$ cat config.mk
export PLATFORM = sky130hd
export DESIGN_NAME = sorted_priority_queue_core
export DESIGN_NICKNAME = d
export VERILOG_FILES = /design/src/hdl/spq_pkg.sv /design/src/hdl/sorted_priority_queue_core.sv
export SDC_FILE = /design/constraint.sdc
export NUM_CORES = 1
export LEC_CHECK = 0
export BUFFER_PORTS_ARGS = -buffer_cell sky130_fd_sc_hd__buf_2
export CAP_MARGIN = 25
export CORE_MARGIN = 2
export CORE_UTILIZATION = 35
export CTS_CLUSTER_DIAMETER = 60
export DETAILED_ROUTE_END_ITERATION = 7
export SETUP_SLACK_MARGIN = 0.02
export SLEW_MARGIN = 20
export SYNTH_ARGS = -nofsm -noshare
export SYNTH_HDL_FRONTEND = slang
export SYNTH_SLANG_ARGS = --single-unit
$ cat constraint.sdc
create_clock -name clk -period 4.9 [get_ports clk]
set_input_delay 1.225 -clock clk [delete_from_list [all_inputs] [get_ports clk]]
set_output_delay 1.225 -clock clk [all_outputs]
set_load 0.005 [all_outputs]
$ cat src/hdl/spq_pkg.sv
// ============================================================================
// spq_pkg: shared types and codes for the sorted priority queue
// Entry layout, sort key, operation and status codes, controller states.
// ============================================================================
package spq_pkg;

    localparam int ENTRY_W = 51;
    localparam int KEY_W   = 35;
    localparam int OCC_W   = 5;

    typedef struct packed {
        logic [7:0]  importance;
        logic [15:0] date;
        logic [10:0] minutes;
        logic [15:0] id;
    } entry_t;

    typedef logic [KEY_W-1:0] key_t;

    typedef enum logic [1:0] {
        FUNC_INSERT = 2'd0,
        FUNC_POP    = 2'd1,
        FUNC_REMOVE = 2'd2
    } func_t;

    typedef enum logic [1:0] {
        STAT_OK       = 2'd0,
        STAT_EMPTY    = 2'd1,
        STAT_FULL     = 2'd2,
        STAT_NOTFOUND = 2'd3
    } status_t;

    typedef enum logic [1:0] {
        S_IDLE,
        S_INS,
        S_TAKE,
        S_FIN
    } state_t;

    // Higher importance, then later date, then later time.
    function automatic key_t entry_key(input entry_t e);
        entry_key = {e.importance, e.date, e.minutes};
    endfunction

endpackage

$ cat src/hdl/sorted_priority_queue_core.sv
// ============================================================================
// sorted_priority_queue_core: memory-based sorted priority queue
// Keeps up to DEPTH entries best first in one synchronous RAM.
// ============================================================================
//
// Usage:
//   Input channel (in_valid / in_stall) carries one operation per beat:
//   insert an entry, pop the head, or remove the first entry with a given id.
//   Output channel (out_valid / out_stall) returns exactly one result beat per
//   operation: status, the popped or removed entry (zero otherwise) and the
//   occupancy after the operation.
//   The block works on one operation at a time. in_stall is high from the
//   accepting edge until the result has been loaded into the output register.
//   Every operation walks the entry RAM one entry per cycle through its single
//   read and single write port; operations that touch no entry (full, empty,
//   unused code) go from accept straight to the completion state.
//   A result waiting in the output register does not block the next accept;
//   only the following result waits for the register to drain.
//   Reset empties the queue at once (count cleared); the RAM is not cleared,
//   entries beyond the count are never read.
// ============================================================================
module sorted_priority_queue_core
    import spq_pkg::*;
#(
    parameter int DEPTH = 16
) (
    input  logic        clk,
    input  logic        rst_n,
    // operation channel
    input  logic        in_valid,
    output logic        in_stall,
    input  logic [1:0]  func,
    input  logic [7:0]  new_importance,
    input  logic [15:0] new_date,
    input  logic [10:0] new_minutes,
    input  logic [15:0] new_id,
    // result channel
    output logic        out_valid,
    input  logic        out_stall,
    output logic [1:0]  status,
    output logic [7:0]  out_importance,
    output logic [15:0] out_date,
    output logic [10:0] out_minutes,
    output logic [15:0] out_id,
    output logic [4:0]  occupancy
);

    localparam int AW = (DEPTH > 1) ? $clog2(DEPTH) : 1;
    localparam int CW = $clog2(DEPTH + 1);

    // ------------------------------------------------------------------
    // Entry RAM: one write port, one registered read port
    // ------------------------------------------------------------------
    entry_t          mem [DEPTH];
    logic            mem_we;
    logic [AW-1:0]   mem_wa;
    entry_t          mem_wd;
    logic            mem_re;
    logic [AW-1:0]   mem_ra;
    entry_t          rd_data_reg;

    always_ff @(posedge clk)
    begin
        if (mem_we)
        begin
            mem[mem_wa] <= mem_wd;
        end
        if (mem_re)
        begin
            rd_data_reg <= mem[mem_ra];
        end
    end

    // ------------------------------------------------------------------
    // Control and working registers
    // ------------------------------------------------------------------
    state_t          state_reg,   state_next;
    logic [CW-1:0]   count_reg,   count_next;
    logic [AW-1:0]   idx_reg,     idx_next;     // write slot (insert) / read slot (take)
    logic            have_reg,    have_next;    // rd_data_reg holds the entry in flight
    logic            found_reg,   found_next;
    logic            is_pop_reg,  is_pop_next;
    entry_t          item_reg,    item_next;
    status_t         res_stat_reg, res_stat_next;
    entry_t          res_ent_reg, res_ent_next;

    logic            out_valid_reg;
    status_t         out_stat_reg;
    entry_t          out_ent_reg;
    logic [OCC_W-1:0] out_occ_reg;

    logic            in_fire;
    logic            slot_free;
    logic            is_full;
    logic            is_empty;
    logic            ins_stop;
    logic            ins_done;
    logic            take_more;
    logic            take_match;
    logic            take_done;

    assign in_stall  = (state_reg != S_IDLE);
    assign in_fire   = in_valid && !in_stall;
    assign slot_free = !out_valid_reg || !out_stall;
    assign is_full   = (count_reg == CW'(DEPTH));
    assign is_empty  = (count_reg == '0);

    // Insert walks from the tail toward the head; stop at the first entry
    // that strictly beats the new key (ties go behind the new entry).
    assign ins_stop  = have_reg && (entry_key(rd_data_reg) > entry_key(item_reg));
    assign ins_done  = (idx_reg == '0) || ins_stop;

    // Take walks from the head: find the match, then pull the rest up.
    assign take_more  = ((CW'(idx_reg) + CW'(1)) < count_reg);
    assign take_match = !found_reg && (is_pop_reg || (rd_data_reg.id == item_reg.id));
    assign take_done  = have_reg && !take_more;

    // ------------------------------------------------------------------
    // Next state
    // ------------------------------------------------------------------
    always_comb
    begin
        state_next = state_reg;
        unique case (state_reg)
            S_IDLE:
            begin
                if (in_fire)
                begin
                    unique case (func_t'(func))
                        FUNC_INSERT: state_next = is_full  ? S_FIN : S_INS;
                        FUNC_POP:    state_next = is_empty ? S_FIN : S_TAKE;
                        FUNC_REMOVE: state_next = is_empty ? S_FIN : S_TAKE;
                        default:     state_next = S_FIN;
                    endcase
                end
            end
            S_INS:
            begin
                if (ins_done)
                begin
                    state_next = S_FIN;
                end
            end
            S_TAKE:
            begin
                if (take_done)
                begin
                    state_next = S_FIN;
                end
            end
            S_FIN:
            begin
                if (slot_free)
                begin
                    state_next = S_IDLE;
                end
            end
            default: state_next = S_IDLE;
        endcase
    end

    // ------------------------------------------------------------------
    // Datapath control
    // ------------------------------------------------------------------
    always_comb
    begin
        mem_we        = 1'b0;
        mem_wa        = idx_reg;
        mem_wd        = rd_data_reg;
        mem_re        = 1'b0;
        mem_ra        = idx_reg;
        count_next    = count_reg;
        idx_next      = idx_reg;
        have_next     = have_reg;
        found_next    = found_reg;
        is_pop_next   = is_pop_reg;
        item_next     = item_reg;
        res_stat_next = res_stat_reg;
        res_ent_next  = res_ent_reg;

        unique case (state_reg)
            S_IDLE:
            begin
                if (in_fire)
                begin
                    item_next     = '{importance: new_importance, date: new_date,
                                      minutes: new_minutes, id: new_id};
                    is_pop_next   = (func_t'(func) == FUNC_POP);
                    res_ent_next  = '0;
                    have_next     = 1'b0;
                    found_next    = 1'b0;
                    idx_next      = '0;
                    res_stat_next = STAT_OK;
                    unique case (func_t'(func))
                        FUNC_INSERT:
                        begin
                            // start at the free slot after the tail
                            idx_next = AW'(count_reg);
                            if (is_full)
                            begin
                                res_stat_next = STAT_FULL;
                            end
                        end
                        FUNC_POP:
                        begin
                            if (is_empty)
                            begin
                                res_stat_next = STAT_EMPTY;
                            end
                        end
                        FUNC_REMOVE: res_stat_next = STAT_NOTFOUND;
                        default:     res_stat_next = STAT_OK;
                    endcase
                end
            end
            S_INS:
            begin
                priority if (idx_reg == '0)
                begin
                    mem_we     = 1'b1;
                    mem_wa     = '0;
                    mem_wd     = item_reg;
                    count_next = count_reg + CW'(1);
                end
                else if (!have_reg)
                begin
                    mem_re    = 1'b1;
                    mem_ra    = idx_reg - AW'(1);
                    have_next = 1'b1;
                end
                else if (ins_stop)
                begin
                    mem_we     = 1'b1;
                    mem_wa     = idx_reg;
                    mem_wd     = item_reg;
                    count_next = count_reg + CW'(1);
                end
                else
                begin
                    // shift the compared entry one slot toward the tail
                    mem_we   = 1'b1;
                    mem_wa   = idx_reg;
                    mem_wd   = rd_data_reg;
                    idx_next = idx_reg - AW'(1);
                    if (idx_reg != AW'(1))
                    begin
                        mem_re    = 1'b1;
                        mem_ra    = idx_reg - AW'(2);
                        have_next = 1'b1;
                    end
                    else
                    begin
                        have_next = 1'b0;
                    end
                end
            end
            S_TAKE:
            begin
                if (!have_reg)
                begin
                    mem_re    = 1'b1;
                    mem_ra    = idx_reg;
                    have_next = 1'b1;
                end
                else
                begin
                    if (take_match)
                    begin
                        found_next    = 1'b1;
                        res_ent_next  = rd_data_reg;
                        res_stat_next = STAT_OK;
                    end
                    if (found_reg)
                    begin
                        // close the gap: move this entry one slot toward the head
                        mem_we = 1'b1;
                        mem_wa = idx_reg - AW'(1);
                        mem_wd = rd_data_reg;
                    end
                    if (take_more)
                    begin
                        mem_re   = 1'b1;
                        mem_ra   = idx_reg + AW'(1);
                        idx_next = idx_reg + AW'(1);
                    end
                    else if (found_reg || take_match)
                    begin
                        count_next = count_reg - CW'(1);
                    end
                end
            end
            S_FIN:
            begin
                mem_we = 1'b0;
            end
            default:
            begin
                mem_we = 1'b0;
            end
        endcase
    end

    // ------------------------------------------------------------------
    // Registers
    // ------------------------------------------------------------------
    always_ff @(posedge clk or negedge rst_n)
    begin
        if (!rst_n)
        begin
            state_reg  <= S_IDLE;
            count_reg  <= '0;
            have_reg   <= 1'b0;
            found_reg  <= 1'b0;
            is_pop_reg <= 1'b0;
        end
        else
        begin
            state_reg  <= state_next;
            count_reg  <= count_next;
            have_reg   <= have_next;
            found_reg  <= found_next;
            is_pop_reg <= is_pop_next;
        end
    end

    always_ff @(posedge clk)
    begin
        idx_reg      <= idx_next;
        item_reg     <= item_next;
        res_stat_reg <= res_stat_next;
        res_ent_reg  <= res_ent_next;
    end

    // ------------------------------------------------------------------
    // Output register: load on completion, drop once the beat is taken
    // ------------------------------------------------------------------
    always_ff @(posedge clk or negedge rst_n)
    begin
        if (!rst_n)
        begin
            out_valid_reg <= 1'b0;
        end
        else if ((state_reg == S_FIN) && slot_free)
        begin
            out_valid_reg <= 1'b1;
        end
        else if (!out_stall)
        begin
            out_valid_reg <= 1'b0;
        end
    end

    always_ff @(posedge clk)
    begin
        if ((state_reg == S_FIN) && slot_free)
        begin
            out_stat_reg <= res_stat_reg;
            out_ent_reg  <= res_ent_reg;
            out_occ_reg  <= OCC_W'(count_reg);
        end
    end

    assign out_valid      = out_valid_reg;
    assign status         = out_stat_reg;
    assign out_importance = out_ent_reg.importance;
    assign out_date       = out_ent_reg.date;
    assign out_minutes    = out_ent_reg.minutes;
    assign out_id         = out_ent_reg.id;
    assign occupancy      = out_occ_reg;

    // ------------------------------------------------------------------
    // Assertions
    // ------------------------------------------------------------------
    a_count_bound: assert property (@(posedge clk) disable iff (!rst_n)
        count_reg <= CW'(DEPTH))
        else $error("entry count exceeds depth");

    a_no_ram_overlap: assert property (@(posedge clk) disable iff (!rst_n)
        (mem_we && mem_re) |-> (mem_wa != mem_ra))
        else $error("RAM read and write hit the same entry");

    a_out_from_fin: assert property (@(posedge clk) disable iff (!rst_n)
        $rose(out_valid_reg) |-> $past(state_reg == S_FIN))
        else $error("result loaded outside completion");

    a_full_occ: assert property (@(posedge clk) disable iff (!rst_n)
        (out_valid_reg && (out_stat_reg == STAT_FULL)) |-> (out_occ_reg == OCC_W'(DEPTH)))
        else $error("full status with queue not full");

endmodule

== Word level (Yosys, flattened, before mapping) ==
Memories as Yosys holds them, arrays and structs flattened. A register that Yosys moved wholly into a read port is not among the register bits.
Cells that the tools add are included.

* Shift-type cells: 0
* Bitwise logic cells: 0
* Divide/modulo/power cells: 0
* Equality and inequality tests: 22
* Reductions and logical operators: 29
* Add/sub/neg operators: 6
* $mul: 0
* Order comparisons: 2
* Multiplexer cells: 71

{| class="wikitable"
|+ Operators with widths
! kind !! count
|-
| 51-bit 2-to-1 mux || 7
|-
| 51-bit one-hot mux with 2 select lines || 1
|-
| 4-bit 2-to-1 mux || 14
|-
| 35-bit > comparator || 1
|-
| 5-bit 2-to-1 mux || 6
|-
| 1-bit 2-to-1 mux || 22
|-
| 2-bit != test, second input constant || 11
|-
| 2-bit 2-to-1 mux || 9
|-
| 16-bit == test || 1
|-
| 4-bit one-hot mux with 2 select lines || 2
|-
| 4-bit one-hot mux with 3 select lines || 1
|-
| 5-bit one-hot mux with 2 select lines || 1
|-
| 2-bit one-hot mux with 2 select lines || 2
|-
| 2-bit one-hot mux with 4 select lines || 1
|-
| 4-bit AND reduction || 2
|-
| 2-bit == test, second input constant || 3
|-
| 3-bit != test, second input constant || 2
|-
| 1-bit one-hot mux with 2 select lines || 3
|-
| 2-bit one-hot mux with 3 select lines || 1
|-
| 6-bit AND reduction || 1
|-
| 2-bit nonzero test || 3
|-
| 4-bit by 1-bit adder with 5-bit output, second input constant || 1
|-
| 5-bit by 1-bit adder with 5-bit output, second input constant || 1
|-
| 5-bit == test, second input constant || 1
|-
| 20 further kinds || 33
|}

* Register bits after elaboration: 177
* Bits in latches: 0
* Memory bits (read-only): 0
* Word-level logic and storage cells: 153
* Output and inout bits: 60
* Memories kept: 1
* RAM bits: 816
* Input bits: 57

{| class="wikitable"
|+ Memory list
! name !! words !! bits a word !! read ports !! clocked after memory_dff !! wr ports !! RTL line !! RTL
|-
| mem || 16 || 51 || 1 || 1 || 1 || sorted_priority_queue_core.sv:54 || <nowiki>entry_t mem [DEPTH];</nowiki>
|}

== Logic depth before layout (Yosys ltp) ==
* Word-level depth: 8
* Mapped depth: 18
* Mapped depth without buffers: 14

== Least setup slack after synthesis ==
No wires, ideal clock.

* Path type: input -> register
* Start point: input out_stall
* End point: register out_occ_reg[0], in the netlist occupancy[0], enable pin
* Required time: 4338 ps
* Path buffers: 0
* Slack: -1126 ps
* Stages on the path: 1
* Library setup time: 562 ps
* Data arrival time: 5464 ps
* Cell sequence: a21boi_0

* Cells in the longest elaborated chain, start to end: 3

{| class="wikitable"
|+ RTL lines
! item !! RTL line !! RTL
|-
| from (decl) || sorted_priority_queue_core.sv:39 || <nowiki>input logic out_stall,</nowiki>
|-
| 1-bit logical NOT || - ||
|-
| 1-bit logical OR || sorted_priority_queue_core.sv:104 || <nowiki>assign slot_free = !out_valid_reg || !out_stall;</nowiki>
|-
| 1-bit logical AND || sorted_priority_queue_core.sv:355 || <nowiki>if ((state_reg == S_FIN) && slot_free)</nowiki>
|-
| to (signal assigned) || sorted_priority_queue_core.sv:359 || <nowiki>out_occ_reg <= OCC_W'(count_reg);</nowiki>
|-
| to (decl) || sorted_priority_queue_core.sv:90 || <nowiki>logic [OCC_W-1:0] out_occ_reg;</nowiki>
|}

No other way between the ends.
A chain may end at the register's enable or synchronous reset.

== Final worst setup path ==
* Start point: register rd_data_reg[38] (netlist name)
* End point: register rd_data_reg[23] (netlist name)

* Cells in the longest elaborated chain, start to end: 6
* Elaborated cells on any way between the ends: 10

{| class="wikitable"
|+ RTL lines
! item !! RTL line !! RTL
|-
| 35-bit > comparator * || sorted_priority_queue_core.sv:110 || <nowiki>assign ins_stop = have_reg && (entry_key(rd_data_reg) > entry_key(item_reg));</nowiki>
|-
| 1-bit logical AND * || sorted_priority_queue_core.sv:110 ||
|-
| 4-bit 2-to-1 mux / 1-bit 2-to-1 mux (equally long branches) || sorted_priority_queue_core.sv:231 || <nowiki>else if (ins_stop)</nowiki>
|-
| 4-bit 2-to-1 mux / 1-bit 2-to-1 mux (equally long branches) || sorted_priority_queue_core.sv:225 || <nowiki>else if (!have_reg)</nowiki>
|-
| 4-bit 2-to-1 mux / 1-bit 2-to-1 mux (equally long branches) || sorted_priority_queue_core.sv:218 || <nowiki>priority if (idx_reg == '0)</nowiki>
|-
| 4-bit one-hot mux with 2 select lines / 1-bit one-hot mux with 2 select lines (equally long branches) || sorted_priority_queue_core.sv:181 || <nowiki>unique case (state_reg)</nowiki>
|}

Every way passes the cells marked *; elsewhere a longest branch is shown, timed or not.

==> metrics <==
RSZ-0062 raised after global routing false; Final Skew between 30 and 40 ps; Power Dens Cells around 760 nW/um^2; fill count ~11000; Die X roughly 350 microns; Setup TNS 0 ps; DRT iter0 DRCs 2080; total congestion overflow 0; cts repair resizes 0; crit path time final approximately 4800 ps; Async SR Flop Fraction 0.0105; critical path class flip-flop to flip-flop; area share of the largest cell type after synthesis 0.732; Post-route DRC 0; slowest stage delay, CP around 900 ps; Initial DRT Pass Iterations 7; Yosys cell types 63; min setup slack post-route between 100 and 150 ps; num ports approximately 120; Max Cap Violations 0; worst reg2reg path startpoint rd_data_reg[38]; Post-DP Area roughly 46000 sq um; status completed; CTS Buffer Depth 3; Syn. warnings 0; Cells after Synth 2511; die area around 120000 sq um; CP Max Fanout approximately 130; clock latency on the worst-skew pair 680 ps; share of cells above drive strength 1 0.195; Yosys reg bits approximately 1000; Starting Density 0.353; Post-CTS Setup Repair Bufs 0; DR vias between 20000 and 25000; Final nets between 2000 and 3000; HPWL after DPL 57600 microns; die height ~350 microns; worst reg2reg path endpoint rd_data_reg[23]; Max Transition Viols Final 0; number of flip-flops under the largest register name between 800 and 900; initial antenna violation count 7; cell leakage power between 15 and 20 nW; CP Data Required Time around 5300 ps; Yosys top cell by area edfxtp_1; ranking of synthesized cells by area edfxtp_1, mux2i_1, mux2_2; Root Buffer clkbuf_16; DR vias/cell between 5 and 6; Min Hold Slack between 400 and 500 ps; WL final slightly above 100000 microns; first-pass GRT wire length approximately 150000 microns; Primary FF master, synth edfxtp_1; Worst Tran Pin Value around 1000 ps; Num CTS Buffers roughly 100; gpl congestion a little over 0.8; cell area after synthesis ~42000 sq um; setup slack at placement between 200 and 250 ps; Setup violations, final 0; critical path endpoint category flip-flop; total chip power 0.0376 W; IO Port Bufs 116; Tcrit/Tclk final 0.975; TritonCTS clock tree yes; Diodes inserted 0; sequential area share after synthesis 0.738; vias in the first global route ~22000; fmax 0.209 GHz; top-count cell post-synth edfxtp_1; Worst R2R Path Depth 12; Critical Path AT 5180 ps; DR WL/cell roughly 23 microns; Hold Crit Class input port to asynchronous set/reset pin; Core Area around 120000 sq um; largest net degree at the start of global routing around 130; Avg Cell Area, Syn about 17 sq um; Largest Register mem; Post-synth EDFFs between 1000 and 1500; slowest CP cell a221oi_1; Layout area overhead 16.2%; CTS sink count between 1000 and 1500; CTS H-Tree Depth 3; clock-pin transition on the worst setup and hold timing paths approximately 60 ps; syn nets 2625; Peak VDD IR 1010 uV; reg2reg setup slack 120 ps; # rows approximately 130; Hold Fails Final Rpt 0; Antenna Violating Nets Remaining 0; gr usage total 0.161; Setup crit start kind flip-flop; critical path, cell by cell ha_1 > a21oi_1 > o21ai_0 > a221oi_1 > o311ai_4 > nor2_1 > a211o_4 > buf_12 > mux2_1 > nor2_1 > a21oi_1 > a221o_1; CTS Hold Buffers Added 0; Post-Layout Inst Area between 40000 and 50000 sq um; Rel. slew slack 0.315; Commonest cells post-synth edfxtp_1, mux2i_1, nor2_1
## cells in the final DEF (no fill, tap or decap), types with 4 or more instances in the layout
master	count
o21ai_0	60
nor4_1	6
clkinv_2	25
o21ai_4	4
inv_6	5
clkinv_1	18
and3_1	5
a221o_1	52
and2_1	51
a31oi_1	4
nand3_1	9
inv_1	54
nor2_1	121
xnor2_1	18
bufinv_16	10
nand2_1	80
a21o_1	7
xor2_1	9
a22oi_1	4
buf_2	116
dfrtp_1	11
buf_12	32
mux2i_1	308
a21oi_1	135
mux2_2	121
nor3_1	6
clkbuf_1	21
ha_1	55
nand4_1	11
nor2_4	18
edfxtp_1	1033
mux2_1	102
o22ai_1	53
clkbuf_16	103
buf_4	91
## cell families (layout without fill, tap and decap cells)
logic type,Yosys count,count (layout),share of synthesized area
flops,1044,1044,0.738
xor+xnor,27,27,0.00558
compound gates,346,346,0.0520
mux,532,532,0.132
fa+ha+maj,57,57,0.0170
buf+inv,179,484,0.0193
simple gates,326,326,0.0355
## critical path: cells and delay by family, from the launching register on
family	cells	cell delay, ps
AOI/OAI and AO/OA	7	2150
buffers and inverters	1	660
DFF	1	460
muxes	1	390
adders and majority gates	1	370
and+or+nand+nor	2	310
## worst max-delay path by stage
stage	start	endpoint	slack, ps	cells past startpoint
6_report	rd_data_reg[38]	rd_data_reg[23]	120	12
5_1_grt	rd_data_reg[36]	rd_data_reg[22]	30	12
4_1_cts	rd_data_reg[36]	rd_data_reg[21]	200	12
3_5_place_dp	rd_data_reg[38]	rd_data_reg[25]	230	12
3_3_place_gp	rd_data_reg[38]	rd_data_reg[23]	290	12
2_1_floorplan	state_reg[0]	mem[7][0]	130	9
## report_power, final
group | switching (W) | internal [W]
Sequential | 0.000572 | 0.0127
Combinational | 0.00971 | 0.00685
Clock | 0.00333 | 0.00444
## per-stage QoR
step	std cells	utilization
2_1_floorplan	2511	-
3_3_place_gp	4237	0.383
3_5_place_dp	4237	0.383
4_1_cts	4428	0.410
5_1_grt	4428	0.410
6_report	4428	0.410
## cell type report
class | instances | area [sq um] | area share
Clock buffer | 126 | 2680 | 0.0545
Clock inverter | 65 | 636 | 0.0129
Inverter | 54 | 203 | 0.00412
Multi-Input combinational cell | 1288 | 10500 | 0.213
Sequential cell | 1044 | 31300 | 0.636
Tap cell | 1612 | 2020 | 0.0410
Timing Repair Buffer | 239 | 1900 | 0.0387
## routing by layer
metal  global-route usage  vias to the layer above  wire length [microns]
met5                    0                        -                     35
met4               0.0483                        6                   2420
met3               0.0253                      143                   6060
met2                0.259                      670                  48000
met1                0.224                    11400                  45300
li1                     -                    10200                      -
Note: power is estimated with default switching activity, not from simulation.
